### src/design/sqb_pkg.sv
// sqb_pkg: shared types and constants for the sprite quad batcher.
// Request and result structs, controller command and status structs, sine coefficients.
// No dependencies.
`timescale 1ns / 1ps
`default_nettype none
package sqb_pkg;

    localparam int BATCH_SPRITES_DEF = 1024;

    // Q30 coefficients of the quarter-wave sine polynomial
    localparam logic signed [33:0] C1 = 34'sd1686629713;
    localparam logic signed [33:0] C3 = 34'sd693598668;
    localparam logic signed [33:0] C5 = 34'sd85569306;
    localparam logic signed [33:0] C7 = 34'sd5026995;
    localparam logic signed [33:0] C9 = 34'sd172273;

    typedef enum logic [1:0] {
        OP_BEGIN  = 2'd0,
        OP_SPRITE = 2'd1,
        OP_BLEND  = 2'd2,
        OP_END    = 2'd3
    } op_t;

    typedef enum logic [1:0] {
        KIND_VERTEX = 2'd0,
        KIND_DRAW   = 2'd1,
        KIND_BLEND  = 2'd2
    } kind_t;

    typedef enum logic [3:0] {
        MS_OX,
        MS_OY,
        MS_X2,
        MS_POLY,
        MS_FIN,
        MS_ROT_A,
        MS_ROT_B,
        MS_ROT_C,
        MS_ROT_D
    } mstep_t;

    typedef struct packed {
        op_t          op;
        logic [15:0]  texture_id;
        logic [63:0]  position;
        logic [63:0]  extent;
        logic [31:0]  pivot;
        logic [15:0]  angle;
        logic [63:0]  source_rect;
        logic [31:0]  rgba;
        logic         blend_select;
    } in_item_t;

    typedef struct packed {
        kind_t              kind;
        logic signed [31:0] vertex_x;
        logic signed [31:0] vertex_y;
        logic [15:0]        tex_u;
        logic [15:0]        tex_v;
        logic [31:0]        vertex_rgba;
        logic [15:0]        batch_texture;
        logic [10:0]        batch_sprites;
        logic [15:0]        draw_number;
        logic               blend_mode;
        logic               last;
    } out_item_t;

    typedef struct packed {
        logic   capture;
        logic   mul_en;
        logic   wb_en;
        mstep_t mstep;
        logic [1:0] coef;
        logic   trig_cos;
        logic [1:0] corner;
        logic   out_load;
        kind_t  out_kind;
        logic   out_last;
        logic   frame_begin;
        logic   frame_end;
        logic   draw_close;
        logic   sprite_done;
    } cmd_t;

    typedef struct packed {
        op_t  op;
        logic frame_active;
        logic tex_change;
        logic batch_nonempty;
        logic batch_full;
        logic out_free;
    } status_t;

endpackage
`default_nettype wire

### src/design/sqb_ctrl.sv
// sqb_ctrl: request sequencer for the sprite quad batcher.
// Walks decode, batch close, multiply steps and result emission; depends on sqb_pkg.
`timescale 1ns / 1ps
`default_nettype none
module sqb_ctrl (
    input  wire logic             aclk,
    input  wire logic             aresetn,
    input  wire logic             s_valid,
    output logic                  s_ready,
    input  wire sqb_pkg::status_t status,
    output sqb_pkg::cmd_t         cmd
);
    typedef enum logic [2:0] {
        ST_IDLE,
        ST_DECODE,
        ST_DRAW,
        ST_BLEND,
        ST_MUL,
        ST_WB,
        ST_EMIT
    } state_t;

    localparam logic [4:0] STEP_OY      = 5'd1;
    localparam logic [4:0] STEP_SIN_X2  = 5'd2;
    localparam logic [4:0] STEP_SIN_FIN = 5'd7;
    localparam logic [4:0] STEP_COS_X2  = 5'd8;
    localparam logic [4:0] STEP_COS_FIN = 5'd13;
    localparam logic [4:0] STEP_ROT     = 5'd14;

    state_t     state_reg, state_next;
    logic [4:0] step_reg, step_next;
    logic [4:0] rot_k, coef_k;
    logic       close_sprite;

    assign rot_k  = step_reg - STEP_ROT;
    assign coef_k = (step_reg < STEP_COS_X2) ? step_reg - 5'd3 : step_reg - 5'd9;
    assign close_sprite = (status.tex_change || status.batch_full) && status.batch_nonempty;

    always_ff @(posedge aclk) begin
        if (!aresetn) begin
            state_reg <= ST_IDLE;
            step_reg  <= '0;
        end else begin
            state_reg <= state_next;
            step_reg  <= step_next;
        end
    end

    always_comb begin
        cmd            = '0;
        cmd.coef       = coef_k[1:0];
        cmd.corner     = rot_k[3:2];
        cmd.trig_cos   = (step_reg >= STEP_COS_X2) && (step_reg < STEP_ROT);
        cmd.out_kind   = sqb_pkg::KIND_VERTEX;
        priority if (step_reg == 5'd0) begin
            cmd.mstep = sqb_pkg::MS_OX;
        end else if (step_reg == STEP_OY) begin
            cmd.mstep = sqb_pkg::MS_OY;
        end else if (step_reg == STEP_SIN_X2 || step_reg == STEP_COS_X2) begin
            cmd.mstep = sqb_pkg::MS_X2;
        end else if (step_reg == STEP_SIN_FIN || step_reg == STEP_COS_FIN) begin
            cmd.mstep = sqb_pkg::MS_FIN;
        end else if (step_reg < STEP_ROT) begin
            cmd.mstep = sqb_pkg::MS_POLY;
        end else if (rot_k[1:0] == 2'd0) begin
            cmd.mstep = sqb_pkg::MS_ROT_A;
        end else if (rot_k[1:0] == 2'd1) begin
            cmd.mstep = sqb_pkg::MS_ROT_B;
        end else if (rot_k[1:0] == 2'd2) begin
            cmd.mstep = sqb_pkg::MS_ROT_C;
        end else begin
            cmd.mstep = sqb_pkg::MS_ROT_D;
        end

        s_ready    = 1'b0;
        state_next = state_reg;
        step_next  = step_reg;

        unique case (state_reg)
            ST_IDLE: begin
                s_ready     = 1'b1;
                cmd.capture = s_valid;
                if (s_valid) begin
                    state_next = ST_DECODE;
                end
            end
            ST_DECODE: begin
                step_next = '0;
                priority if (status.op == sqb_pkg::OP_BEGIN) begin
                    cmd.frame_begin = 1'b1;
                    state_next      = ST_IDLE;
                end else if (!status.frame_active) begin
                    state_next = ST_IDLE;
                end else if (status.op == sqb_pkg::OP_SPRITE) begin
                    state_next = close_sprite ? ST_DRAW : ST_MUL;
                end else begin
                    state_next = status.batch_nonempty ? ST_DRAW : ST_BLEND;
                end
            end
            ST_DRAW: begin
                if (status.out_free) begin
                    cmd.out_load   = 1'b1;
                    cmd.out_kind   = sqb_pkg::KIND_DRAW;
                    cmd.draw_close = 1'b1;
                    state_next = (status.op == sqb_pkg::OP_SPRITE) ? ST_MUL : ST_BLEND;
                end
            end
            ST_BLEND: begin
                if (status.out_free) begin
                    cmd.out_load  = 1'b1;
                    cmd.out_kind  = sqb_pkg::KIND_BLEND;
                    cmd.out_last  = 1'b1;
                    cmd.frame_end = (status.op == sqb_pkg::OP_END);
                    state_next    = ST_IDLE;
                end
            end
            ST_MUL: begin
                cmd.mul_en = 1'b1;
                state_next = ST_WB;
            end
            ST_WB: begin
                cmd.wb_en = 1'b1;
                if (cmd.mstep == sqb_pkg::MS_ROT_D) begin
                    state_next = ST_EMIT;
                end else begin
                    step_next  = step_reg + 5'd1;
                    state_next = ST_MUL;
                end
            end
            ST_EMIT: begin
                if (status.out_free) begin
                    cmd.out_load = 1'b1;
                    cmd.out_last = (rot_k[3:2] == 2'd3);
                    if (rot_k[3:2] == 2'd3) begin
                        cmd.sprite_done = 1'b1;
                        state_next      = ST_IDLE;
                    end else begin
                        step_next  = step_reg + 5'd1;
                        state_next = ST_MUL;
                    end
                end
            end
            default: begin
                state_next = ST_IDLE;
            end
        endcase
    end
endmodule
`default_nettype wire

### config.mk
export PLATFORM = sky130hd
export DESIGN_NAME = sqb_ctrl
export DESIGN_NICKNAME = d
export VERILOG_FILES = /design/src/design/sqb_pkg.sv /design/src/design/sqb_ctrl.sv
export SDC_FILE = /design/constraint.sdc
export NUM_CORES = 1
export LEC_CHECK = 0
export ABC_AREA = 1
export BUFFER_PORTS_ARGS = -buffer_cell sky130_fd_sc_hd__buf_2
export CORE_ASPECT_RATIO = 1.4
export CORE_MARGIN = 2
export CORE_UTILIZATION = 50
export CTS_BUF_LIST = sky130_fd_sc_hd__clkbuf_2
export CTS_CLUSTER_SIZE = 12
export DETAILED_ROUTE_END_ITERATION = 6
export GPL_ROUTABILITY_DRIVEN = 0
export GPL_TIMING_DRIVEN = 0
export PLACE_DENSITY_LB_ADDON = 0.25
export SLEW_MARGIN = 25
export SYNTH_ARGS = -nofsm -noshare
export SYNTH_HDL_FRONTEND = slang
export SYNTH_SLANG_ARGS = --single-unit
### constraint.sdc
create_clock -name aclk -period 2.4 [get_ports aclk]
set_input_delay 0.12 -clock aclk [delete_from_list [all_inputs] [get_ports aclk]]
set_output_delay 0.12 -clock aclk [all_outputs]
set_load 0.02 [all_outputs]
# Yosys cells after proc, flatten, opt, wreduce, memory -nomap -nowiden
# Index checks and enable logic that the tools add are counted.
# classes
n_addsub	4
order_cmp	3
eq_ne	23
mux	45
reduce_logical	12
# ops
cell	count
4-bit 2-to-1 mux	9
3-bit 2-to-1 mux	11
3-bit one-hot mux with 7 select lines	1
1-bit 2-to-1 mux	15
5-bit 2-to-1 mux	3
5-bit one-hot mux with 3 select lines	1
2-bit inequality test (second input constant)	6
5-bit by 4-bit == test with 1-bit output (second input constant)	2
5-bit by 4-bit less-than comparator with 1-bit output (second input constant)	2
3-bit == test (second input constant)	3
4-bit AND reduction	2
2-bit == test (second input constant)	3
3-bit by 2-bit == test with 1-bit output (second input constant)	2
5-bit by 1-bit adder with 5-bit output (second input constant)	1
5-bit by 1-bit == test with 1-bit output (second input constant)	1
5-bit by 2-bit == test with 1-bit output (second input constant)	1
5-bit by 3-bit == test with 1-bit output (second input constant)	1
5-bit by 4-bit greater-or-equal comparator with 1-bit output (second input constant)	1
5-bit logical NOT	1
2-bit by 1-bit == test with 1-bit output (second input constant)	2
4-bit == test (second input constant)	1
2-bit logical NOT	2
2-bit 2-to-1 mux	2
2-bit one-hot mux with 2 select lines	1
other kinds (10)	13
# word_totals
reg_bits	8
inputBits	10
out_inout_bits	21
wordCells	89

# Depth between registers and ports, before layout
# Gate-level depths: netlist of the first run.
# depth
word_depth	13
mapped_depth	14

# Worst setup path before layout of the first run
# OpenSTA, ideal clock, no wires.
# synth_path
path_type	reg-to-output
from	register step_reg[1]
to	output port cmd[4] in the netlist's numbering
arrival_time_ps	1633
required_ps	2280
setup_slack_ps	647
stages_incl_launch_ff	7
cell_sequence	dfxtp_1 > ha_1 > xor2_1 > nand2_1 > nor2_1 > inv_1 > o21ai_0
# synth_rtl
element	line_no	rtl
start, declared	sqb_ctrl.sv:31	logic [4:0] step_reg, step_next;
start signal, assigned	sqb_ctrl.sv:45	step_reg <= step_next;
end, declared	sqb_ctrl.sv:11	output sqb_pkg::cmd_t cmd

==> results of run 1 <==
==> cell usage in the layout (no fill, tap or decap), drive strengths merged, types with 2 or more instances in the layout <==
cell type,count
a21oi,10
buf,36
clkbuf,3
dfxtp,8
ha,6
inv,29
nand2,45
nand3,11
nor2,27
nor3,6
o21ai,5
xnor2,2
xor2,3
==> final cells by class <==
cell class                 count  area, sq um
multi-input combinational    120          657
sequential                     8          160
buffer                         6         48.8
tap                           20         25.0
clock buffer                   3         15.0
timing repair buffer          30          150
inverter                      30          113
fill                         186          633
==> power breakdown <==
group / switching (mW) / total (mW) / internal [mW]
Sequential: 0.0123 / 0.153 / 0.141
Clock: 0.0436 / 0.0777 / 0.0341
Combinational: 0.124 / 0.197 / 0.0729
Total: 0.180 / 0.427 / 0.248
==> cell families (layout without fill, tap and decap cells) <==
group,Yosys count,after routing
adder cells (fa/ha/maj),6,6
buffers and inverters,36,69
XOR/XNOR,5,5
flip-flops,8,8
AO/OA/AOI/OAI,18,18
AND/OR/NAND/NOR,91,91
==> tightest hold or removal path, stage by stage <==
cell,delay [ns]
buf_2,0.11
nand2_1,0.06
nor2_1,0.03
==> cells in the mapped netlist <==
library cell	instances	area, sq um
xor2_1	3	26.3
o221ai_1	1	8.76
o21ai_0	3	15.0
nand3_2	1	10.0
inv_1	28	105
nor2_2	1	6.26
buf_4	5	37.5
nand3b_1	1	7.51
and3_1	1	6.26
inv_2	1	3.75
clkinv_1	1	3.75
nor3_1	6	30.0
buf_6	1	11.3
ha_1	6	75.1
nand2_1	36	135
dfxtp_1	8	160
o21a_1	1	7.51
o31ai_1	1	7.51
o21ai_2	2	17.5
nor2_4	3	33.8
nor2_1	23	86.3
xnor2_1	2	17.5
nand2_2	7	43.8
nand2_4	2	22.5
a21oi_1	10	50.1
nand3_1	10	50.1
==> final timing paths <==
kind                            start                  endpoint  slack, ns  cells past startpoint
max reg2reg  step_reg[1]$_SDFFE_PN0P_  step_reg[2]$_SDFFE_PN0P_       0.55                     13
min reg2reg  step_reg[4]$_SDFFE_PN0P_  step_reg[4]$_SDFFE_PN0P_       0.56                      2
max          step_reg[2]$_SDFFE_PN0P_                    cmd[4]       0.40                      7
min                           aresetn  step_reg[1]$_SDFFE_PN0P_       0.13                      3
==> layer usage <==
layer | up-vias | global-route usage [%] | wire, um
met1 | 492 | 20.8 | 793
li1 | 575 | - | -
met3 | 2 | 5.93 | 106
met2 | 31 | 42.4 | 1250
met4 | 0 | 2.76 | 10
met5 | - | 0 | 0
==> metrics by stage <==
stage | instance area [sq um] | utilization, %
floorplan | 978 | -
finish | 1170 | 64.9
detailed placement | 1150 | 64.0
global placement | 1150 | 64.0
global route | 1170 | 64.9
CTS | 1170 | 64.9
==> flow_summary.json, run 1 <==
{
  "status": "finished, final reports clean",
  "yosys_warnings": 0,
  "startpoint_type": "register",
  "hold_path.class": "primary input to register",
  "avgViaCountPerCell": 5.07,
  "hold_slack_ns": 0.128,
  "cp.required_ns": 2.28,
  "crit_path_max_incr_delay_ns": 0.47,
  "setup_slack_ns": 0.402,
  "start_util_pct": 54.3,
  "cp_slowest_cell": "dfxtp_1",
  "cts_tree": "built",
  "critPathKind": "register to output pin",
  "critPathBufInv": 2,
  "clockRootBuffer": "clkbuf_2",
  "worst_pin_slew_ns": 0.381,
  "synthToLayoutAreaGrowth_pct": 19.4,
  "cts_setup_buffers": 0,
  "grt_pass1_vias": 989,
  "synth_top_family_by_area": "simple AND/OR/NAND/NOR gates",
  "place_ws_ns": 0.566,
  "syn_area_per_cell_sq_um": 5.97,
  "fmax_mhz": 500,
  "syn_inst": 164,
  "ys_ff_latch": 8,
  "antenna_found_initial": 0,
  "p_per_area_nw_per_um2": 366,
  "vias": 1100,
  "drt_iter0_drc": 15,
  "htreeDepth": 1,
  "die-area_sq_um": 2330,
  "track_usage_pct": 21.8,
  "final_hold_viol_count": 0,
  "cp-end-kind": "output pin",
  "dp_cells": 214,
  "drive_above_1_share_pct": 28.4,
  "netlist-cell-type-count": 26,
  "maxSlewHeadroom_pct": 74.4,
  "muxShareOfSynthArea_pct": 0,
  "cts_sinks": 8,
  "synth_xor_area_share_pct": 4.48,
  "path_delay_family": "flip-flops",
  "path_cells": "ha_1, xor2_1, nand2_1, nor2_1, inv_1, o21ai_0, buf_2",
  "ant_nets": 0,
  "io_buffers": 30,
  "crit_arrival_ns": 1.88,
  "rows": 18,
  "largest_register_ffs": 5,
  "grt_start_max_net_pins": 10,
  "nets": 215,
  "syn-num-nets": 180,
  "drv_cap": 0,
  "routed_wl_um": 2160,
  "cts_buffers": 3,
  "clk_pin_slew_ns": 0.07,
  "die_w_um": 41.4,
  "synth-simple-area-share_pct": 44.1,
  "wl_per_cell_um": 9.94,
  "min_period_over_period_pct": 83.3,
  "synth_compound_area_share_pct": 10.9,
  "clockBufferDepth": 2,
  "p_leak_nw": 0.673,
  "yosys.area_share.adder_pct": 7.67,
  "slew_violations": 0,
  "vdd_drop_max_mv": 0.400,
  "diodes": 0,
  "netlist_area_sq_um": 978,
  "drt-pass1-iter-count": 4,
  "drc": 0,
  "hpwl_um": 1870,
  "overflow": 0,
  "fin_skew_ns": 0.00162,
  "layoutNonFillerInstCount": 217,
  "io_pins": 31,
  "grt_setup_unrepaired": "no",
  "cts_resized": 0,
  "cts.hold.buffers_added": 0,
  "crit_path_max_fanout": 7,
  "grt_pass1_wl_um": 3680,
  "period_minus_slack_ns": 2.00,
  "tns_ns": 0,
  "core-area_sq_um": 1800,
  "yosysSeqAreaShare_pct": 16.4,
  "setup_violations": 0,
  "die_y_um": 56.3,
  "power_mw": 0.427,
  "clkLatencyLatePin_ns": 0.23
}
No activity file was read; power rests on OpenSTA's default activity.
==> inputs of run 2 (changes only) <==
Clock period 2.4 ns to 2.05 ns, I/O delays scaled along.
==> flow_summary.json, run 2 (synthesized netlist as in run 1, its figures left out) <==
{
  "largest_register_ffs": 5,
  "crit_path_max_fanout": 6,
  "io_buffers": 30,
  "hold_path_depth": 3,
  "wl_per_cell_um": 10.0,
  "fin_skew_ns": 0.00158,
  "layoutNonFillerInstCount": 217,
  "io_pins": 31,
  "postPlaceCellArea_sq_um": 1150,
  "startpoint_type": "register",
  "p_leak_nw": 0.674,
  "die-area_sq_um": 2330,
  "tns_ns": 0,
  "grt_start_max_net_pins": 10,
  "cts_setup_buffers": 0,
  "cts_tree": "built",
  "ant_nets": 0,
  "crit_arrival_ns": 1.75,
  "drive_above_1_share_pct": 30.5,
  "grt_pass1_vias": 989,
  "stdcell_area_sq_um": 1170,
  "track_usage_pct": 21.8,
  "synthToLayoutAreaGrowth_pct": 20.1,
  "cts.hold.buffers_added": 0,
  "avgViaCountPerCell": 5.10,
  "clockBufferDepth": 2,
  "die_w_um": 41.4,
  "fmax_mhz": 539,
  "die_y_um": 56.3,
  "overflow": 0,
  "p_per_area_nw_per_um2": 427,
  "cp-end-kind": "output pin",
  "vdd_drop_max_mv": 0.469,
  "worst_pin_slew_ns": 0.381,
  "vias": 1106,
  "drt_iter0_drc": 13,
  "critPathKind": "register to output pin",
  "grt_setup_unrepaired": "no",
  "maxSlewHeadroom_pct": 74.4,
  "clkLatencyLatePin_ns": 0.23,
  "dp_cells": 214,
  "drt-pass1-iter-count": 4,
  "drv_cap": 0,
  "grt_pass1_wl_um": 3680,
  "htreeDepth": 1,
  "period_minus_slack_ns": 1.85,
  "antenna_found_initial": 0,
  "layout_common_cells": "nand2_1, buf_2, inv_1, nor2_1",
  "min_period_over_period_pct": 90.4,
  "diodes": 0,
  "final_hold_viol_count": 0,
  "hpwl_um": 1870,
  "cp.required_ns": 1.95,
  "clk_pin_slew_ns": 0.07,
  "rows": 18,
  "cts_sinks": 8,
  "core-area_sq_um": 1800,
  "routed_wl_um": 2170,
  "status": "finished, final reports clean",
  "start_util_pct": 54.3,
  "worst-r2r-cell-count": 13,
  "slew_violations": 0,
  "power_mw": 0.502,
  "hold_path.class": "primary input to register",
  "final_common_cell": "nand2_1",
  "setup_violations": 0,
  "drc": 0,
  "cts_resized": 0,
  "clockRootBuffer": "clkbuf_2",
  "nets": 215,
  "cts_buffers": 3
}
## run 2: cell types whose count changed in the layout (fill, tap and decap cells not counted)
cell and delta:
dfxtp_1 -3, dfxtp_2 +3, nor2_1 -1, nor2_2 +1
## run 2: power breakdown
group	internal (mW)	switching, mW	leakage [nW]
clock	0.0399	0.0510	0.0125
sequential	0.166	0.0147	0.0664
combinational	0.0854	0.145	0.595
total	0.291	0.211	0.674
## run 2: area by class of cell
| cell class | instances | area [sq um] |
|---|---|---|
| fill | 183 | 627 |
| timing repair buffer | 30 | 150 |
| clock buffer | 3 | 15.0 |
| inverter | 30 | 113 |
| multi-input combinational | 120 | 659 |
| tap | 20 | 25.0 |
| sequential | 8 | 164 |
| buffer | 6 | 48.8 |
## run 2: worst paths after layout
kind / startpoint / slack (ns) / end
max reg2reg: step_reg[1]$_SDFFE_PN0P_ / 0.29 / step_reg[2]$_SDFFE_PN0P_
min: aresetn / 0.10 / step_reg[1]$_SDFFE_PN0P_
max: step_reg[1]$_SDFFE_PN0P_ / 0.20 / cmd[13]
min reg2reg: step_reg[2]$_SDFFE_PN0P_ / 0.54 / step_reg[2]$_SDFFE_PN0P_
## run 2: layer usage
layer  share of wire, %  GRT usage (%)  routed length (um)  vias up
met5                  0              0                   0        -
met4               0.46           2.76                  10        0
met3                4.7           5.93                 103        2
met2                 58           42.4                1250       31
met1                 37           20.8                 809      497
li1                   -              -                   -      576
## run 2: worst max-delay path, cell delays in order (launching register included)
cell	delay [ns]
dfxtp_2	0.40
inv_1	0.09
ha_1	0.22
inv_1	0.07
nor2_1	0.06
nand2_2	0.10
nand2_1	0.08
nand3b_1	0.15
nand2_1	0.07
nand2_2	0.08
inv_1	0.05
buf_2	0.15
## run 2: per-stage QoR
step / hold WS, ns / util, % / setup WS (ns)
after floorplan: 0.223 / - / 0.315
after global placement: 0.353 / 64.0 / 0.264
after detailed placement: 0.359 / 64.0 / 0.216
after CTS: 0.109 / 64.9 / 0.0523
after global routing: 0.0877 / 65.2 / 0.0500
final: 0.104 / 65.2 / 0.196
